## config.mk

```make
export PLATFORM = sky130hd
export DESIGN_NAME = multi_pattern_string_matcher
export DESIGN_NICKNAME = d
export VERILOG_FILES = /design/src/hdl/mpsm_pkg.sv /design/src/hdl/multi_pattern_string_matcher.sv /design/src/hdl/mpsm_match.sv
export SDC_FILE = /design/constraint.sdc
export NUM_CORES = 2
export LEC_CHECK = 0
export BUFFER_PORTS_ARGS = -buffer_cell sky130_fd_sc_hd__buf_4
export CAP_MARGIN = 20
export CELL_PAD_IN_SITES_DETAIL_PLACEMENT = 0
export CELL_PAD_IN_SITES_GLOBAL_PLACEMENT = 1
export CORE_ASPECT_RATIO = 1.1
export CORE_UTILIZATION = 25
export CTS_CLUSTER_DIAMETER = 30
export DETAILED_ROUTE_END_ITERATION = 7
export GPL_TIMING_DRIVEN = 0
export PLACE_DENSITY_LB_ADDON = 0.1
export SYNTH_ARGS = -nofsm -noshare
export SYNTH_HDL_FRONTEND = slang
export SYNTH_SLANG_ARGS = --single-unit
```

## constraint.sdc

```tcl
create_clock -name clk -period 8.4 [get_ports clk]
set_clock_uncertainty 0.15 [all_clocks]
set_input_delay 0.84 -clock clk [delete_from_list [all_inputs] [get_ports clk]]
set_output_delay 0.84 -clock clk [all_outputs]
set_load 0.01 [all_outputs]
```

## src/hdl/mpsm_pkg.sv

```systemverilog
// ----------------------------------------------------------------------------
// mpsm_pkg
// Shared codes and field widths for the multi-pattern string matcher.
// ----------------------------------------------------------------------------
package mpsm_pkg;

  // Transaction kinds carried on s_axis_tuser
  localparam logic [1:0] FUNC_PATTERN = 2'd0;  // write one pattern character
  localparam logic [1:0] FUNC_TEXT    = 2'd1;  // one text byte
  localparam logic [1:0] FUNC_RESTART = 2'd2;  // restart the text

  localparam int FUNC_W = 2;
  localparam int PID_W  = 2;
  localparam int CPOS_W = 4;
  localparam int CHAR_W = 8;
  localparam int MPAT_W = 2;
  localparam int SPOS_W = 10;

  localparam int IN_TDATA_W  = 16;
  localparam int OUT_TDATA_W = 16;

  typedef logic [CHAR_W-1:0] char_t;
  typedef logic [SPOS_W-1:0] spos_t;

endpackage

```

## src/hdl/multi_pattern_string_matcher.sv

```systemverilog
// ----------------------------------------------------------------------------
// multi_pattern_string_matcher
// Finds all occurrences, overlapping ones too, of several byte patterns in a
// streamed byte text and reports pattern number and start position of each.
// ----------------------------------------------------------------------------
//  channel  | direction | signals                       | content
//  s_axis   | in        | tvalid tready tdata tuser     | pattern write / text byte / restart
//  m_axis   | out       | tvalid tready tdata tlast     | one match per transaction
//
//  An input transaction is taken when no match is pending; window update and all
//  pattern compares happen in the accept cycle and land in the result regs.
//  A text byte with k matches holds the output for k transactions, in rising
//  pattern order; the next input is taken in the cycle its final one leaves.
//  Reset empties all patterns, zeroes the position and drops pending results.
//  Pattern characters and the text window are not reset.
// ----------------------------------------------------------------------------
module multi_pattern_string_matcher #(
  parameter int NUM_PATTERNS = 4,
  parameter int PATTERN_LEN  = 16,
  parameter int TEXT_LEN     = 1024
) (
  input  logic                                 clk,
  input  logic                                 rst,

  input  logic                                 s_axis_tvalid,
  output logic                                 s_axis_tready,
  // [1:0] pattern_id, [5:2] char_pos, [13:6] char_value, [15:14] zero
  input  logic [mpsm_pkg::IN_TDATA_W-1:0]      s_axis_tdata,
  // [1:0] func
  input  logic [mpsm_pkg::FUNC_W-1:0]          s_axis_tuser,

  output logic                                 m_axis_tvalid,
  input  logic                                 m_axis_tready,
  // [1:0] match_pattern, [11:2] start_position, [15:12] zero
  output logic [mpsm_pkg::OUT_TDATA_W-1:0]     m_axis_tdata,
  output logic                                 m_axis_tlast
);

  localparam int LEN_W = $clog2(PATTERN_LEN + 1);
  localparam int POS_W = $clog2(TEXT_LEN + 1);
  localparam int PAD_W = mpsm_pkg::OUT_TDATA_W - mpsm_pkg::SPOS_W - mpsm_pkg::MPAT_W;

  logic [mpsm_pkg::FUNC_W-1:0] func;
  logic [mpsm_pkg::PID_W-1:0]  pattern_id;
  logic [mpsm_pkg::CPOS_W-1:0] char_pos;
  mpsm_pkg::char_t             char_value;

  mpsm_pkg::char_t             pattern [NUM_PATTERNS][PATTERN_LEN];
  logic [LEN_W-1:0]            pattern_len [NUM_PATTERNS];
  mpsm_pkg::char_t             window [PATTERN_LEN];
  mpsm_pkg::char_t             window_next [PATTERN_LEN];
  logic [POS_W-1:0]            text_position;

  logic [NUM_PATTERNS-1:0]     hit;
  mpsm_pkg::spos_t             hit_start [NUM_PATTERNS];
  logic [NUM_PATTERNS-1:0]     pending;
  mpsm_pkg::spos_t             pending_start [NUM_PATTERNS];

  logic                        in_fire;
  logic                        out_fire;
  logic                        text_full;
  logic                        text_take;
  logic                        text_clear;
  logic                        pat_write;

  logic [NUM_PATTERNS-1:0]     sel;
  logic [mpsm_pkg::MPAT_W-1:0] out_pattern;
  mpsm_pkg::spos_t             out_start;

  assign func       = s_axis_tuser;
  assign pattern_id = s_axis_tdata[1:0];
  assign char_pos   = s_axis_tdata[5:2];
  assign char_value = s_axis_tdata[13:6];

  assign in_fire    = s_axis_tvalid & s_axis_tready;
  assign out_fire   = m_axis_tvalid & m_axis_tready;

  assign text_full  = (32'(text_position) >= TEXT_LEN);
  assign text_take  = in_fire && (func == mpsm_pkg::FUNC_TEXT) &&
                      (char_value != '0) && !text_full;
  assign text_clear = in_fire && ((func == mpsm_pkg::FUNC_RESTART) ||
                      ((func == mpsm_pkg::FUNC_TEXT) && (char_value == '0)));
  assign pat_write  = in_fire && (func == mpsm_pkg::FUNC_PATTERN);

  // newest byte at index 0
  always_comb begin
    window_next[0] = char_value;
    for (int i = 1; i < PATTERN_LEN; i++) begin
      window_next[i] = window[i-1];
    end
  end

  mpsm_match #(
    .NUM_PATTERNS (NUM_PATTERNS),
    .PATTERN_LEN  (PATTERN_LEN),
    .TEXT_LEN     (TEXT_LEN)
  ) u_match (
    .window        (window_next),
    .pattern       (pattern),
    .pattern_len   (pattern_len),
    .text_position (text_position),
    .hit           (hit),
    .start         (hit_start)
  );

  // pattern characters, no reset
  always_ff @(posedge clk) begin
    for (int p = 0; p < NUM_PATTERNS; p++) begin
      for (int j = 0; j < PATTERN_LEN; j++) begin
        if (pat_write && (32'(pattern_id) == p) && (32'(char_pos) == j)) begin
          pattern[p][j] <= char_value;
        end
      end
    end
  end

  always_ff @(posedge clk) begin
    if (rst) begin
      for (int p = 0; p < NUM_PATTERNS; p++) begin
        pattern_len[p] <= '0;
      end
    end else begin
      for (int p = 0; p < NUM_PATTERNS; p++) begin
        if (pat_write && (32'(pattern_id) == p) && (32'(char_pos) < PATTERN_LEN)) begin
          pattern_len[p] <= (char_value != '0) ? LEN_W'(32'(char_pos) + 1)
                                               : LEN_W'(char_pos);
        end
      end
    end
  end

  always_ff @(posedge clk) begin
    if (text_take) begin
      window <= window_next;
    end
  end

  always_ff @(posedge clk) begin
    if (rst) begin
      text_position <= '0;
    end else if (text_clear) begin
      text_position <= '0;
    end else if (text_take) begin
      text_position <= text_position + POS_W'(1);
    end
  end

  // result registers: one pending flag per pattern, drained lowest first
  always_ff @(posedge clk) begin
    if (rst) begin
      pending <= '0;
    end else if (text_take) begin
      pending <= hit;
    end else if (out_fire) begin
      pending <= pending & ~sel;
    end
  end

  always_ff @(posedge clk) begin
    if (text_take) begin
      pending_start <= hit_start;
    end
  end

  always_comb begin
    sel         = '0;
    out_pattern = '0;
    out_start   = pending_start[0];
    for (int p = NUM_PATTERNS - 1; p >= 0; p--) begin
      if (pending[p]) begin
        sel         = '0;
        sel[p]      = 1'b1;
        out_pattern = mpsm_pkg::MPAT_W'(p);
        out_start   = pending_start[p];
      end
    end
  end

  assign m_axis_tvalid = |pending;
  assign m_axis_tlast  = ((pending & ~sel) == '0);
  assign m_axis_tdata  = {PAD_W'(0), out_start, out_pattern};

  assign s_axis_tready = ~m_axis_tvalid | (m_axis_tready & m_axis_tlast);

endmodule

```

## src/hdl/mpsm_match.sv

```systemverilog
// ----------------------------------------------------------------------------
// mpsm_match
// Compares every pattern against the updated text window in parallel and
// gives a hit flag and a start position for each pattern.
// ----------------------------------------------------------------------------
module mpsm_match #(
  parameter int NUM_PATTERNS = 4,
  parameter int PATTERN_LEN  = 16,
  parameter int TEXT_LEN     = 1024
) (
  input  mpsm_pkg::char_t                              window [PATTERN_LEN],
  input  mpsm_pkg::char_t                              pattern [NUM_PATTERNS][PATTERN_LEN],
  input  logic [$clog2(PATTERN_LEN+1)-1:0]             pattern_len [NUM_PATTERNS],
  input  logic [$clog2(TEXT_LEN+1)-1:0]                text_position,
  output logic [NUM_PATTERNS-1:0]                      hit,
  output mpsm_pkg::spos_t                              start [NUM_PATTERNS]
);

  localparam int WIDX_W = (PATTERN_LEN > 1) ? $clog2(PATTERN_LEN) : 1;

  always_comb begin
    int                len;
    int                back;
    logic [WIDX_W-1:0] widx;
    logic              all_ok;
    mpsm_pkg::char_t   pc;
    for (int p = 0; p < NUM_PATTERNS; p++) begin
      len    = 32'(pattern_len[p]);
      all_ok = (len != 0) && (len <= PATTERN_LEN) && (32'(text_position) + 1 >= len);
      for (int j = 0; j < PATTERN_LEN; j++) begin
        // pattern char j lines up with the byte len-1-j places back from the newest
        back = len - 1 - j;
        widx = WIDX_W'(back);
        pc   = pattern[p][j];
        if (j < len) begin
          if ((pc == '0) || (pc != window[widx])) begin
            all_ok = 1'b0;
          end
        end
      end
      hit[p]   = all_ok;
      start[p] = mpsm_pkg::SPOS_W'(32'(text_position) + 1 - len);
    end
  end

endmodule

```

==> implementation parameters <==
Parameter                              Value

Detailed routing
  Vias per cell ... between 5 and 6
  Average wire length per cell after detail routing ... 39.7 um
  First-iteration detailed-routing DRC count ... roughly 6,000
  Final antenna-violating net count ... 0
  Number of remaining DRC errors ... 0
  First-pass detailed-route iteration total ... 6
  Total Routed Length ... 348,000 um
  Number of vias after detailed routing ... between 50,000 and 60,000

Yosys
  Total of flip-flops plus latches after synthesis ... a little over 700
  Largest area contributor in the netlist ... edfxtp_1
  Leading register cell type out of synthesis ... edfxtp_1
  Synth top area cells ... edfxtp_1 (34%), mux4_2 (17%), mux2i_1 (15%)
  Most frequently used cell type in the post-synthesis netlist ... mux2i_1
  Number of instances in the synthesized netlist ... about 5,100
  Share of the synthesized area in the top cell type ... 33.5%
  Register area share after synthesis ... 34.7%
  Count of different cell masters after synthesis ... 85
  Yosys synthesis warning count ... 0
  Async set-or-reset flop fraction in the synthesized netlist ... 0%
  Number of enable-type register cells in the synthesized netlist ... 672
  Ranking of synthesized cells by instance count ... mux2i_1 (926), edfxtp_1 (672), mux4_2 (457)
  Post-synthesis cell area ... 60,200 um^2
  Post-Synthesis Mean Instance Area ... 11.8 um^2

Final layout
  Final core area utilization ... between 30% and 40%
  Fraction of final layout cells with drive strength greater than 1 ... 25.6%
  Net count reported at finish ... around 5,500
  Area Overhead vs Synth ... 21.8%

Power
  Register share of total power ... 28.8%
  Share of total power consumed by net switching ... 27.9%
  Total power consumption of the routed design ... 13.7 mW
  Power density cells ... 187 nW/um^2
  Int Power ... 9.87 mW
  Psw ... roughly 3.8 mW
  Relative contribution of the clock network to total power ... 53.9%
  LEAKAGE ... 24.4 nW
  Logic gate share of total power ... between 10% and 20%
  Maximum vdd drop ... approximately 170 uV

Worst setup path
  Cell class contributing the biggest share of worst-path delay ... buffers and inverters
  Cell-by-cell trace of the critical path ... buf_2 > inv_1 > buf_2 > clkbuf_2 > clkdlybuf4s18_2 > ha_4 > buf_2 > buf_4 > buf_4 > buf_2 > inv_1 > ha_1 > clkbuf_2 > clkbuf_4 > clkbuf_2 > mux4_2 > xnor2_1 > nor4_1 > nand4_1 > a21oi_1 > a21oi_1 > o31ai_2
  Data required time of the worst path ... roughly 9.0 ns
  Cell with the largest stage delay on the worst path ... dfxtp_2
  Critical path buffer and inverter count ... 13
  Count of cells along the worst register-to-register path ... 22
  Worst setup slack for register-to-register paths ... around 0.028 ns
  Worst reg2reg path startpoint ... pattern_len[10]$_SDFFE_PP0P_
  Nature of the critical path startpoint ... flip-flop
  End of the worst register-to-register path ... pending[1]$_SDFFE_PP0P_
  Maximum cell stage delay along the critical path ... ~0.62 ns
  CP Capture Type ... flip-flop
  Most frequent cell on the critical path ... buf_2
  WP data arrival ... between 8 and 9 ns
  Start-to-end type of the worst setup path ... reg -> reg
  Worst Setup SP ... pattern_len[10]$_SDFFE_PP0P_
  Critical-path maximum fanout ... 19

STA
  Post-route setup slack ... ~0.028 ns
  Setup tns final ... 0 ns
  Slew at the pin closest to its max-slew limit ... between 1 and 1.5 ns
  Shortest clock period the worst path allows after layout ... between 8 and 9 ns
  Setup repair after global routing missed its margin ... yes
  Worst rel slew slack ... 11.5%
  Final Hold Viols ... 0
  Final worst path period share ... 99.7%
  Fmax achieved ... 0.119 GHz
  Total count of max-transition violations in the final report ... 0
  Post-route worst hold slack ... roughly 0.11 ns
  Final setup fails ... 0

Floorplan
  Die outline height ... just over 500 um
  Number of cell rows ... around 190
  Initial core utilization ... 25.2%
  Area of the core ... 239,000 um^2
  Total die area ... approximately 240,000 um^2
  Width of the chip ... roughly 470 um
  Top-Level Pins ... 41

Hold path
  Min-delay worst type ... in -> reg
  Startpoint of the most critical hold path ... s_axis_tvalid
  Endpoint of the worst hold-timing path ... text_position[10]$_SDFFE_PP0P_
  Worst hold path cell count ... 3

Clocking
  TritonCTS clock tree ... built
  Number of buffers inserted during clock tree synthesis ... approximately 190
  Clock-pin transition on the worst setup and hold timing paths ... approximately 0.04 ns
  Clock sink count ... 707
  Clock latency on the worst-skew pair ... 0.93 ns
  Worst-case clock buffer depth ... 4
  CTS Hold Buffers Added ... 0
  Number of H-tree levels ... 4
  CTS root buf ... clkbuf_16

Placed design
  Final GP Congestion ... a little under 1
  IO Port Bufs ... 31
  Detailed-placement wirelength estimate ... 269,000 um
  Minimum setup slack after placement ... -2.21 ns

Global routing
  First-pass GRT wire length ... 459,000 um
  Vias in the first global route ... ~50,000
  Congestion Overflow GR ... 0
  Initial antenna violation count ... 50
  Pin count of the biggest net entering global routing ... 52
  Tot GR Track Use ... 28.0%

Run
  Max-cap violation count ... 0

Status
  Run status ... completed
## sequential cells by signal, summed over array words and instances (netlist names)
signal,count
pattern_len,20
text_position,11
pending,4
pattern,512
window,120
pending_start,40
## cells in the final DEF, fill, tap and decap left out, types with 192 or more instances in the layout
| cell | synthesis | final |
|---|---|---|
| mux2i_1 | 926 | 924 |
| nand2_1 | 300 | 299 |
| nor2_1 | 224 | 224 |
| clkbuf_16 | 0 | 192 |
| mux2_2 | 261 | 261 |
| clkbuf_1 | 258 | 229 |
| mux4_2 | 457 | 457 |
| edfxtp_1 | 672 | 672 |
| xnor2_1 | 260 | 255 |
| xor2_1 | 256 | 253 |
## area by class of cell
cell class / count / area [um^2]
well taps: 3135 / 3920
clock buffers: 211 / 4920
fillers: 24100 / 165000
multi-input cells: 3876 / 37300
inverters: 64 / 253
diodes: 22 / 55.1
repair buffers: 166 / 2400
flip-flops and latches: 707 / 20900
clock inverters: 127 / 1490
plain buffers: 450 / 2030
## how the worst max path moves through the flow
stage	to	slack [ns]	cells past startpoint
after floorplan	text_position[3]$_SDFFE_PP0P_	0.99	10
after global placement	pending[1]$_SDFFE_PP0P_	-6.61	11
after detailed placement	pending[1]$_SDFFE_PP0P_	-2.21	24
after CTS	pending[2]$_SDFFE_PP0P_	0.03	28
after global routing	pending[1]$_SDFFE_PP0P_	-0.04	24
final	pending[1]$_SDFFE_PP0P_	0.03	22
## per-stage QoR
stage	instance area (um^2)	instances
3_5_place_dp	66400	8384
4_1_cts	73100	8724
6_report	73300	8758
3_3_place_gp	64300	8269
2_1_floorplan	60200	5103
5_1_grt	73200	8740
## worst min-delay path, cell delays in order
cell	delay [ns]
buf_4	0.09
a41oi_1	0.09
nor2_1	0.07
## metal layers
metal,global-route usage [%],routed length (um),vias to the layer above
met4,18.8,26400,22
li1,-,-,20600
met1,35.0,140000,26600
met5,0.530,271,-
met3,6.51,27000,846
met2,42.8,153000,2742
## repair_timing
action,CTS,global route
buffers inserted,6,10
pin swaps,3,2
setup endpoints to repair,4,4
resized for setup,60,19
endpoints found under the hold margin,0,0
cloned,0,0
## cell families (layout without fill, tap and decap cells)
| kind of cell | count (synthesis) | after routing | share of synthesized area [%] |
|---|---|---|---|
| other | 1 | 26 | 0.00623 |
| DFF | 707 | 707 | 34.7 |
| muxes | 1666 | 1666 | 37.8 |
| xor gates and xnor gates | 530 | 530 | 8.01 |
| AOI/OAI and AO/OA | 578 | 578 | 6.03 |
| adders and majority gates | 74 | 74 | 1.58 |
| buffers and inverters | 520 | 1018 | 3.64 |
| and+or+nand+nor | 1024 | 1024 | 8.21 |
## power groups by stage
stage | clock, mW | sequential (mW) | combinational [mW]
after floorplan | 0 | 3.98 | 1.40
after global placement | 0 | 4.01 | 2.23
after detailed placement | 0 | 3.99 | 2.30
after CTS | 7.49 | 3.94 | 2.33
after global routing | 7.65 | 3.93 | 2.45
final | 7.38 | 3.94 | 2.37
Power figures use the tool's default switching activity.
